$ cat src/sv/bcc_pkg.sv
// shared types, constants and codes of the barrier completion tracker
package bcc_pkg;

   localparam int QUEUE_DEPTH = 16;
   localparam int NUM_TYPES   = 8;
   localparam int MAX_RESULTS = 16;

   localparam int COUNT_W    = $clog2(QUEUE_DEPTH + 1);
   localparam int RETIRE_W   = $clog2(MAX_RESULTS);
   localparam int TYPE_IDX_W = (NUM_TYPES > 1) ? $clog2(NUM_TYPES) : 1;

   typedef enum logic [1:0] {
      FUNC_REQUEST = 2'd0,
      FUNC_ACK     = 2'd1,
      FUNC_FLUSH   = 2'd2,
      FUNC_NOP     = 2'd3
   } func_type;

   typedef enum logic [2:0] {
      STAT_QUEUED    = 3'd0,
      STAT_DUPLICATE = 3'd1,
      STAT_RETIRED   = 3'd2,
      STAT_NONE      = 3'd3,
      STAT_FLUSHED   = 3'd4,
      STAT_FULL      = 3'd5,
      STAT_BAD_TYPE  = 3'd6
   } status_type;

   typedef enum logic {
      ST_IDLE,
      ST_RETIRE
   } state_type;

   typedef struct packed {
      logic [1:0]  func;
      logic [2:0]  type_id;
      logic [63:0] app_seqno;
      logic [63:0] ack_tag;
   } req_type;

   typedef struct packed {
      logic [2:0]  status;
      logic [2:0]  type_out;
      logic [63:0] seqno_out;
      logic [63:0] barrier_tag;
      logic        last;
   } rsp_type;

   typedef logic [3:0] csr_type;

   typedef struct packed {
      logic [2:0]  type_id;
      logic [63:0] seqno;
      logic [63:0] tag;
   } entry_type;

   typedef struct packed {
      logic push;
      logic pop;
      logic flush;
   } queue_ctl_type;

   typedef struct packed {
      logic load;
      logic shift;
   } cell_ctl_type;

endpackage

$ cat src/sv/bcc_intf.sv
// valid/ready channels of the tracker: request, response and register write
interface bcc_req_if;
   import bcc_pkg::*;
   logic    valid;
   logic    ready;
   req_type data;
   modport source (output valid, output data, input ready);
   modport sink (input valid, input data, output ready);
endinterface

interface bcc_rsp_if;
   import bcc_pkg::*;
   logic    valid;
   logic    ready;
   rsp_type data;
   modport source (output valid, output data, input ready);
   modport sink (input valid, input data, output ready);
endinterface

interface bcc_csr_if;
   import bcc_pkg::*;
   logic    valid;
   logic    ready;
   csr_type data;
   modport source (output valid, output data, input ready);
   modport sink (input valid, input data, output ready);
endinterface

$ cat src/sv/bcc_cell.sv
// one queue slot: holds an entry, loads a new one or takes its neighbor's
module bcc_cell (
   input  logic                  clock,
   input  bcc_pkg::cell_ctl_type ctl,
   input  bcc_pkg::entry_type    push_entry,
   input  bcc_pkg::entry_type    next_entry,
   output bcc_pkg::entry_type    entry
);
   import bcc_pkg::*;

   entry_type entry_ff;
   entry_type entry_in;

   // load wins; push and pop never meet in one cycle
   always_comb begin
      entry_in = entry_ff;
      if (ctl.load) begin
         entry_in = push_entry;
      end else if (ctl.shift) begin
         entry_in = next_entry;
      end
   end

   always_ff @(posedge clock) begin
      entry_ff <= entry_in;
   end

   assign entry = entry_ff;

endmodule

$ cat src/sv/bcc_queue.sv
// in-order pending queue built as a shifting row of cells, head in cell 0
module bcc_queue (
   input  logic                              clock,
   input  logic                              reset,
   input  bcc_pkg::queue_ctl_type            ctl,
   input  bcc_pkg::entry_type                push_entry,
   output bcc_pkg::entry_type                head,
   output bcc_pkg::entry_type                second,
   output logic [bcc_pkg::COUNT_W-1:0]       count
);
   import bcc_pkg::*;

   logic [COUNT_W-1:0] count_ff;
   logic [COUNT_W-1:0] count_in;
   entry_type          chain [QUEUE_DEPTH];

   // occupancy
   always_comb begin
      count_in = count_ff;
      if (ctl.flush) begin
         count_in = '0;
      end else if (ctl.push) begin
         count_in = count_ff + COUNT_W'(1);
      end else if (ctl.pop) begin
         count_in = count_ff - COUNT_W'(1);
      end
   end

   always_ff @(posedge clock) begin
      if (reset) begin
         count_ff <= '0;
      end else begin
         count_ff <= count_in;
      end
   end

   // row of cells, each shifting toward the head on a pop
   for (genvar i = 0; i < QUEUE_DEPTH; i++) begin : g_cell
      cell_ctl_type cctl;
      entry_type    nbr;
      assign cctl.load  = ctl.push && (count_ff == COUNT_W'(i));
      assign cctl.shift = ctl.pop;
      if (i == QUEUE_DEPTH - 1) begin : g_tail
         assign nbr = '0;
      end else begin : g_mid
         assign nbr = chain[i+1];
      end
      bcc_cell u_cell (
         .clock      (clock),
         .ctl        (cctl),
         .push_entry (push_entry),
         .next_entry (nbr),
         .entry      (chain[i])
      );
   end

   assign head   = chain[0];
   assign second = chain[1];
   assign count  = count_ff;

`ifndef SYNTHESIS
   a_no_overfill: assert property (@(posedge clock) disable iff (reset)
      ctl.push |-> (count_ff < COUNT_W'(QUEUE_DEPTH)))
      else $error("push into a full queue");
   a_no_underflow: assert property (@(posedge clock) disable iff (reset)
      ctl.pop |-> (count_ff != '0))
      else $error("pop from an empty queue");
   a_push_pop_apart: assert property (@(posedge clock) disable iff (reset)
      !(ctl.push && ctl.pop))
      else $error("push and pop in the same cycle");
`endif

endmodule

$ cat src/sv/barrier_completion_tracker_core.sv
// Barrier completion tracker: request, acknowledge and flush control.
// Request or flush: result registered on the beat; 1 item per cycle unless stalled.
// Acknowledge retiring k entries (1..16): k beats, the first registered in retire state,
// then 1 per cycle unless stalled, as the head cell shifts out; next item taken after.
// Output register frees on the response beat. Reset (synchronous) empties the queue,
// zeroes the barrier counter and last requested numbers, types_in_use returns to 1.
module barrier_completion_tracker_core (
   input logic      clock,
   input logic      reset,
   bcc_req_if.sink  req,
   bcc_rsp_if.source rsp,
   bcc_csr_if.sink  csr
);
   import bcc_pkg::*;

   state_type           state_ff;
   state_type           state_in;
   logic [3:0]          types_ff;
   logic [3:0]          types_in;
   logic [63:0]         counter_ff;
   logic [63:0]         counter_in;
   logic [63:0]         last_req_ff [NUM_TYPES];
   logic [63:0]         last_req_in [NUM_TYPES];
   logic [63:0]         ack_ff;
   logic [63:0]         ack_in;
   logic [RETIRE_W-1:0] n_ff;
   logic [RETIRE_W-1:0] n_in;
   logic                rsp_valid_ff;
   logic                rsp_valid_in;
   rsp_type             rsp_data_ff;
   rsp_type             rsp_data_in;

   queue_ctl_type       qctl;
   entry_type           push_entry;
   entry_type           head;
   entry_type           second;
   logic [COUNT_W-1:0]  count;

   logic                out_free;
   logic                req_beat;
   logic                type_ok;
   logic [63:0]         last_sel;
   logic                eligible;
   logic                final_retire;
   logic [TYPE_IDX_W-1:0] tidx;

   bcc_queue u_queue (
      .clock      (clock),
      .reset      (reset),
      .ctl        (qctl),
      .push_entry (push_entry),
      .head       (head),
      .second     (second),
      .count      (count)
   );

   // handshake and decode
   assign out_free = !rsp_valid_ff || rsp.ready;
   assign req.ready = (state_ff == ST_IDLE) && out_free;
   assign req_beat = req.valid && req.ready;
   assign csr.ready = 1'b1;
   assign tidx = req.data.type_id[TYPE_IDX_W-1:0];
   assign type_ok = ({1'b0, req.data.type_id} < types_ff)
                 && (32'(req.data.type_id) < NUM_TYPES);
   assign last_sel = last_req_ff[tidx];

   // retire decision at the head of the queue
   assign eligible = (count != '0) && (ack_ff >= head.tag);
   assign final_retire = (count == COUNT_W'(1)) || (n_ff == RETIRE_W'(MAX_RESULTS - 1))
                      || (ack_ff < second.tag);

   // next state
   always_comb begin
      state_in = state_ff;
      unique case (state_ff)
         ST_IDLE: begin
            if (req_beat && (req.data.func == FUNC_ACK)) begin
               state_in = ST_RETIRE;
            end
         end
         ST_RETIRE: begin
            if (out_free && (!eligible || final_retire)) begin
               state_in = ST_IDLE;
            end
         end
         default: state_in = ST_IDLE;
      endcase
   end

   // datapath and outputs
   always_comb begin
      types_in     = types_ff;
      counter_in   = counter_ff;
      last_req_in  = last_req_ff;
      ack_in       = ack_ff;
      n_in         = n_ff;
      rsp_valid_in = rsp_valid_ff && !rsp.ready;
      rsp_data_in  = rsp_data_ff;
      qctl         = '0;
      push_entry.type_id = req.data.type_id;
      push_entry.seqno   = req.data.app_seqno;
      push_entry.tag     = counter_ff + 64'd1;

      if (csr.valid) begin
         types_in = csr.data;
      end

      unique case (state_ff)
         ST_IDLE: begin
            if (req_beat) begin
               rsp_data_in.last        = 1'b1;
               rsp_data_in.type_out    = req.data.type_id;
               rsp_data_in.seqno_out   = req.data.app_seqno;
               rsp_data_in.barrier_tag = counter_ff;
               unique case (req.data.func)
                  FUNC_REQUEST: begin
                     rsp_valid_in = 1'b1;
                     priority if (!type_ok) begin
                        rsp_data_in.status    = STAT_BAD_TYPE;
                        rsp_data_in.type_out  = '0;
                        rsp_data_in.seqno_out = '0;
                     end else if (req.data.app_seqno == last_sel) begin
                        rsp_data_in.status = STAT_DUPLICATE;
                     end else if (count >= COUNT_W'(QUEUE_DEPTH)) begin
                        rsp_data_in.status = STAT_FULL;
                     end else begin
                        rsp_data_in.status      = STAT_QUEUED;
                        rsp_data_in.barrier_tag = counter_ff + 64'd1;
                        counter_in              = counter_ff + 64'd1;
                        last_req_in[tidx]       = req.data.app_seqno;
                        qctl.push               = 1'b1;
                     end
                  end
                  FUNC_ACK: begin
                     ack_in = req.data.ack_tag;
                     n_in   = '0;
                  end
                  FUNC_FLUSH: begin
                     rsp_valid_in            = 1'b1;
                     rsp_data_in.status      = STAT_FLUSHED;
                     rsp_data_in.type_out    = '0;
                     rsp_data_in.seqno_out   = '0;
                     rsp_data_in.barrier_tag = '0;
                     counter_in              = '0;
                     qctl.flush              = 1'b1;
                  end
                  FUNC_NOP: begin
                  end
                  default: begin
                  end
               endcase
            end
         end
         ST_RETIRE: begin
            if (out_free) begin
               rsp_valid_in = 1'b1;
               if (eligible) begin
                  rsp_data_in.status      = STAT_RETIRED;
                  rsp_data_in.type_out    = head.type_id;
                  rsp_data_in.seqno_out   = head.seqno;
                  rsp_data_in.barrier_tag = head.tag;
                  rsp_data_in.last        = final_retire;
                  qctl.pop                = 1'b1;
                  n_in                    = n_ff + RETIRE_W'(1);
               end else begin
                  rsp_data_in.status      = STAT_NONE;
                  rsp_data_in.type_out    = '0;
                  rsp_data_in.seqno_out   = '0;
                  rsp_data_in.barrier_tag = counter_ff;
                  rsp_data_in.last        = 1'b1;
               end
            end
         end
         default: begin
         end
      endcase
   end

   // registers
   always_ff @(posedge clock) begin
      if (reset) begin
         state_ff     <= ST_IDLE;
         types_ff     <= 4'd1;
         counter_ff   <= '0;
         rsp_valid_ff <= 1'b0;
         n_ff         <= '0;
         for (int i = 0; i < NUM_TYPES; i++) begin
            last_req_ff[i] <= '0;
         end
      end else begin
         state_ff     <= state_in;
         types_ff     <= types_in;
         counter_ff   <= counter_in;
         rsp_valid_ff <= rsp_valid_in;
         n_ff         <= n_in;
         last_req_ff  <= last_req_in;
      end
   end

   always_ff @(posedge clock) begin
      ack_ff      <= ack_in;
      rsp_data_ff <= rsp_data_in;
   end

   assign rsp.valid = rsp_valid_ff;
   assign rsp.data  = rsp_data_ff;

`ifndef SYNTHESIS
   a_retire_ends: assert property (@(posedge clock) disable iff (reset)
      (state_ff == ST_RETIRE && rsp_valid_in && !(rsp_valid_ff && !rsp.ready)
       && rsp_data_in.last) |=> (state_ff == ST_IDLE))
      else $error("retire run did not end on its last beat");
   a_retire_bound: assert property (@(posedge clock) disable iff (reset)
      (state_ff == ST_RETIRE) |-> (32'(n_ff) < MAX_RESULTS))
      else $error("too many retirements for one acknowledge");
   a_no_overwrite: assert property (@(posedge clock) disable iff (reset)
      (rsp_valid_ff && !rsp.ready) |=> $stable(rsp_data_ff))
      else $error("pending response overwritten");
   a_push_tags_counter: assert property (@(posedge clock) disable iff (reset)
      qctl.push |=> (counter_ff == $past(counter_ff) + 64'd1))
      else $error("queued entry without counter step");
`endif

endmodule
$ cat src/flat_wrapper.sv
// flat-port wrapper written by rule: the top's interface ports become plain ports
module barrier_completion_tracker_core_flat import bcc_pkg::*;
  (clock, reset, req_valid, req_data, req_ready, rsp_valid, rsp_data, rsp_ready, csr_valid, csr_data, csr_ready);
  bcc_req_if req_i ();
  bcc_rsp_if rsp_i ();
  bcc_csr_if csr_i ();
  input logic clock;
  input logic reset;
  input wire logic [$bits(req_i.valid)-1:0] req_valid;
  input wire logic [$bits(req_i.data)-1:0] req_data;
  output wire logic [$bits(req_i.ready)-1:0] req_ready;
  output wire logic [$bits(rsp_i.valid)-1:0] rsp_valid;
  output wire logic [$bits(rsp_i.data)-1:0] rsp_data;
  input wire logic [$bits(rsp_i.ready)-1:0] rsp_ready;
  input wire logic [$bits(csr_i.valid)-1:0] csr_valid;
  input wire logic [$bits(csr_i.data)-1:0] csr_data;
  output wire logic [$bits(csr_i.ready)-1:0] csr_ready;
  assign req_i.valid = req_valid;
  assign req_i.data = req_data;
  assign req_ready = req_i.ready;
  assign rsp_valid = rsp_i.valid;
  assign rsp_data = rsp_i.data;
  assign rsp_i.ready = rsp_ready;
  assign csr_i.valid = csr_valid;
  assign csr_i.data = csr_data;
  assign csr_ready = csr_i.ready;
  barrier_completion_tracker_core u_core (.clock(clock), .reset(reset), .req(req_i), .rsp(rsp_i), .csr(csr_i));
endmodule
$ cat config.mk
export PLATFORM = sky130hd
export DESIGN_NAME = barrier_completion_tracker_core_flat
export DESIGN_NICKNAME = d
export VERILOG_FILES = /design/src/sv/bcc_pkg.sv /design/src/sv/bcc_intf.sv /design/src/sv/bcc_cell.sv /design/src/sv/bcc_queue.sv /design/src/sv/barrier_completion_tracker_core.sv /design/src/flat_wrapper.sv
export SDC_FILE = /design/constraint.sdc
export NUM_CORES = 2
export LEC_CHECK = 0
export BUFFER_PORTS_ARGS = -buffer_cell sky130_fd_sc_hd__buf_2
export CAP_MARGIN = 5
export CORE_AREA = 2 2 473 475
export CTS_CLUSTER_SIZE = 12
export DETAILED_ROUTE_END_ITERATION = 12
export DIE_AREA = 0 0 475 477
export PLACE_DENSITY = 0.76
export SYNTH_ARGS = -nofsm -noshare
export SYNTH_HDL_FRONTEND = slang
export SYNTH_SLANG_ARGS = --single-unit
$ cat constraint.sdc
create_clock -name clock -period 7 [get_ports clock]
set_input_delay 0.7 -clock clock [delete_from_list [all_inputs] [get_ports clock]]
set_output_delay 0.7 -clock clock [all_outputs]
set_load 0.005 [all_outputs]
==> flow_metrics.py <==
metrics = {
    "status": {
        "outcome": "completed",
    },
    "place": {
        "placed_cell_area_mm2": 0.130,
        "hpwl_um": 188000,
        "portBuffers": 278,
        "place.gp.congestion": 0.889,
    },
    "die": {
        "die_area_mm2": 0.227,
        "fp.dieW_um": 475,
        "core_mm2": 0.221,
        "rows": 173,
        "start_util": 0.568,
        "io_pins": 280,
        "die_y_um": 477,
    },
    "grt": {
        "met3_usage": 0.0490,
        "overflow": 0,
        "grt_max_degree": 245,
        "grt_pass1_vias": 75600,
        "grt_pass1_wl_um": 479000,
        "antenna_found_initial": 17,
        "grt_busiest_layer": "met2",
        "gr-usage-met2": 0.452,
        "use_met1": 0.378,
        "track_usage": 0.278,
    },
    "final_layout": {
        "final_area_mm2": 0.140,
        "layout-drive-gt1-share": 0.260,
        "area_delta_synth_final_pct": 11.4,
        "nets": 9230,
        "mostFrequentLayoutCells": "edfxtp_1 (2295), mux2_2 (1364), nor2_1 (823)",
        "final_common_cell": "edfxtp_1",
    },
    "clock_network": {
        "postCtsSetupRepairBufs": 0,
        "cts_resized": 0,
        "ctsRootBufferMaster": "clkbuf_16",
        "clockBufferDepth": 4,
        "numCtsBuffers": 315,
        "tritoncts": "yes",
        "htreeDepth": 5,
        "clock_sinks": 2886,
        "clk-insertion-delay-late_ns": 0.95,
        "clkSlewWorstSetupHoldPaths_ns": 0.06,
    },
    "timing": {
        "slew_headroom": 0.112,
        "finalHoldViolCount": 0,
        "worst_pin_slew_ns": 1.32,
        "finalSetupViolCount": 0,
        "grt_setup_unrepaired": "no",
        "clock.fmax_mhz": 178,
        "fin_tns_setup_ns": 0,
        "hold_ws_ns": 0.0585,
        "finalClockSkew_ns": 0.0635,
        "drv_slew": 0,
        "final.period_utilization": 0.803,
        "period_needed_ns": 5.62,
    },
    "logic_synthesis": {
        "syn_area_mm2": 0.126,
        "synth.avg_cell_area_um2": 14.2,
        "ys_seq_area_frac": 0.642,
        "synth_cell_types": 71,
        "syn_nets": 9140,
        "synth-edff-count": 2295,
        "yosysWarnings": 0,
        "synthArstFlopShare": 0,
        "ys_ff_latch": 2886,
        "syn_inst": 8861,
        "ys.flop_type": "edfxtp_1",
    },
    "worst_setup_path": {
        "critPathMaxStageDelay_ns": 0.81,
        "end_kind": "register",
        "critical-path-top-delay-family": "simple AND/OR/NAND/NOR gates",
        "required_ns": 7.54,
        "path_class": "reg2reg",
        "path_buf_inv": 1,
        "cp_slowest_cell": "nand2_4",
        "critPathArrivalTime_ns": 6.15,
        "startpoint_type": "register",
        "critPathMaxFanout": 36,
        "path_cells": "ha_1 -> nand4_1 -> nor4_1 -> a311oi_1 -> a211oi_1 -> o21ai_0 -> a31oi_4 -> nand2_1 -> nand2_4 -> buf_4",
    },
    "power": {
        "ir_drop_v": 0.000213,
        "p_per_area_mw_per_mm2": 249,
        "power.total_uw": 34900,
        "p_leak_uw": 0.0497,
    },
    "drt": {
        "vias_per_cell": 6.21,
        "dr.pass1.iters": 9,
        "finalWirelength_um": 321000,
        "wl_per_cell_um": 26.4,
        "drc": 0,
        "ant_nets": 0,
        "first_iter_violations": 8286,
        "vias": 75500,
    },
    "min_path": {
        "hold_path.class": "in2reg",
    },
    "flow_run": {
        "drv_cap": 0,
    },
}
power by group:
group	internal (uW)	switching, uW	total [uW]
Combinational	296	671	968
Clock	8940	6510	15400
Sequential	18400	54.7	18500
Total	27600	7230	34900
cells by family (layout without fill, tap and decap cells):
family / count (synthesis) / count (layout) / share of synthesized area
adders and majority gates: 137 / 137 / 0.0136
other: 1 / 7 / 0.0000298
AOI/OAI and AO/OA: 971 / 971 / 0.0487
muxes: 2192 / 2192 / 0.198
buffers and inverters: 907 / 1217 / 0.0314
DFF: 2886 / 2886 / 0.642
and+or+nand+nor: 1596 / 1596 / 0.0545
xor gates and xnor gates: 171 / 171 / 0.0119
layer usage:
| metal | share of wire | vias up | wire length, um |
|---|---|---|---|
| met2 | 0.47 | 3366 | 151000 |
| met3 | 0.080 | 639 | 25600 |
| met5 | 0.00017 | - | 55 |
| met1 | 0.41 | 38400 | 133000 |
| met4 | 0.036 | 8 | 11500 |
| li1 | - | 33100 | - |
what timing repair did:
item | 4_1_cts | 5_1_grt
endpoints found under the setup margin | 0 | 0
hold buffers | 66 | 0
hold endpoints to repair | 66 | 0
metrics by stage:
stage	utilization	std cells	setup slack [ns]
2_1_floorplan	-	8861	0.0741
3_3_place_gp	0.588	11500	0.909
3_5_place_dp	0.588	11500	0.921
4_1_cts	0.633	12100	1.48
5_1_grt	0.633	12200	1.28
6_report	0.633	12200	1.38
worst paths after layout:
path / start / to / slack, ns / cells past startpoint
worst min-delay path: csr_valid / u_core.types_ff[0] / 0.06 / 2
worst max-delay path: u_core.ack_ff[11] / u_core.u_queue.g_cell[0].u_cell.entry[114] / 1.38 / 10
worst max register to register: u_core.ack_ff[11] / u_core.u_queue.g_cell[0].u_cell.entry[114] / 1.38 / 10
worst min register to register: u_core.last_req_ff[140] / u_core.last_req_ff[140] / 0.48 / 2
worst register-to-register path: cells and delay by family, from the launching register on:
kind / cells / cell delay [ns]
fa+ha+maj: 1 / 0.38
simple gates: 4 / 1.86
buf+inv: 1 / 0.77
flops: 1 / 0.51
compound gates: 4 / 1.67
cells in the mapped netlist, drive strengths merged (20+ instances only):
master / number / area [um2]
mux4: 94 / 2120
o21ai: 347 / 1740
xnor2: 109 / 955
edfxtp: 2295 / 68900
buf: 374 / 1960
o31ai: 23 / 173
nand3: 62 / 340
inv: 148 / 556
mux2: 1455 / 16400
a21o: 56 / 420
o311ai: 47 / 412
clkbuf: 385 / 1450
and3: 97 / 607
a21oi: 255 / 1280
a22oi: 31 / 233
nand4: 43 / 269
nor3: 42 / 210
mux2i: 643 / 6440
a221o: 20 / 200
ha: 137 / 1710
a22o: 128 / 1120
nor2: 828 / 3110
xor2: 62 / 543
dfxtp: 591 / 11800
nand2: 425 / 1600
registers in the layout, indices dropped and copies added, names as in the netlist:
register and flops:
u_core.n_ff 4, u_core.last_req_ff 512, u_core.state_ff 1, u_core.rsp.valid 1, u_core.types_ff 4, u_core.rsp.data 135
u_core.u_queue.g_cell.u_cell.entry 2096, u_core.u_queue.count 5, u_core.counter_ff 64, u_core.ack_ff 64
layout make-up:
type | count | area, um2
flip-flops and latches | 2886 | 80700
well taps | 2975 | 3720
diodes | 6 | 15.0
fillers | 15700 | 81300
repair buffers | 532 | 4180
multi-input cells | 5068 | 41600
inverters | 148 | 556
clock inverters | 59 | 459
clock buffers | 478 | 8930
(Power assumes the default switching activity.)
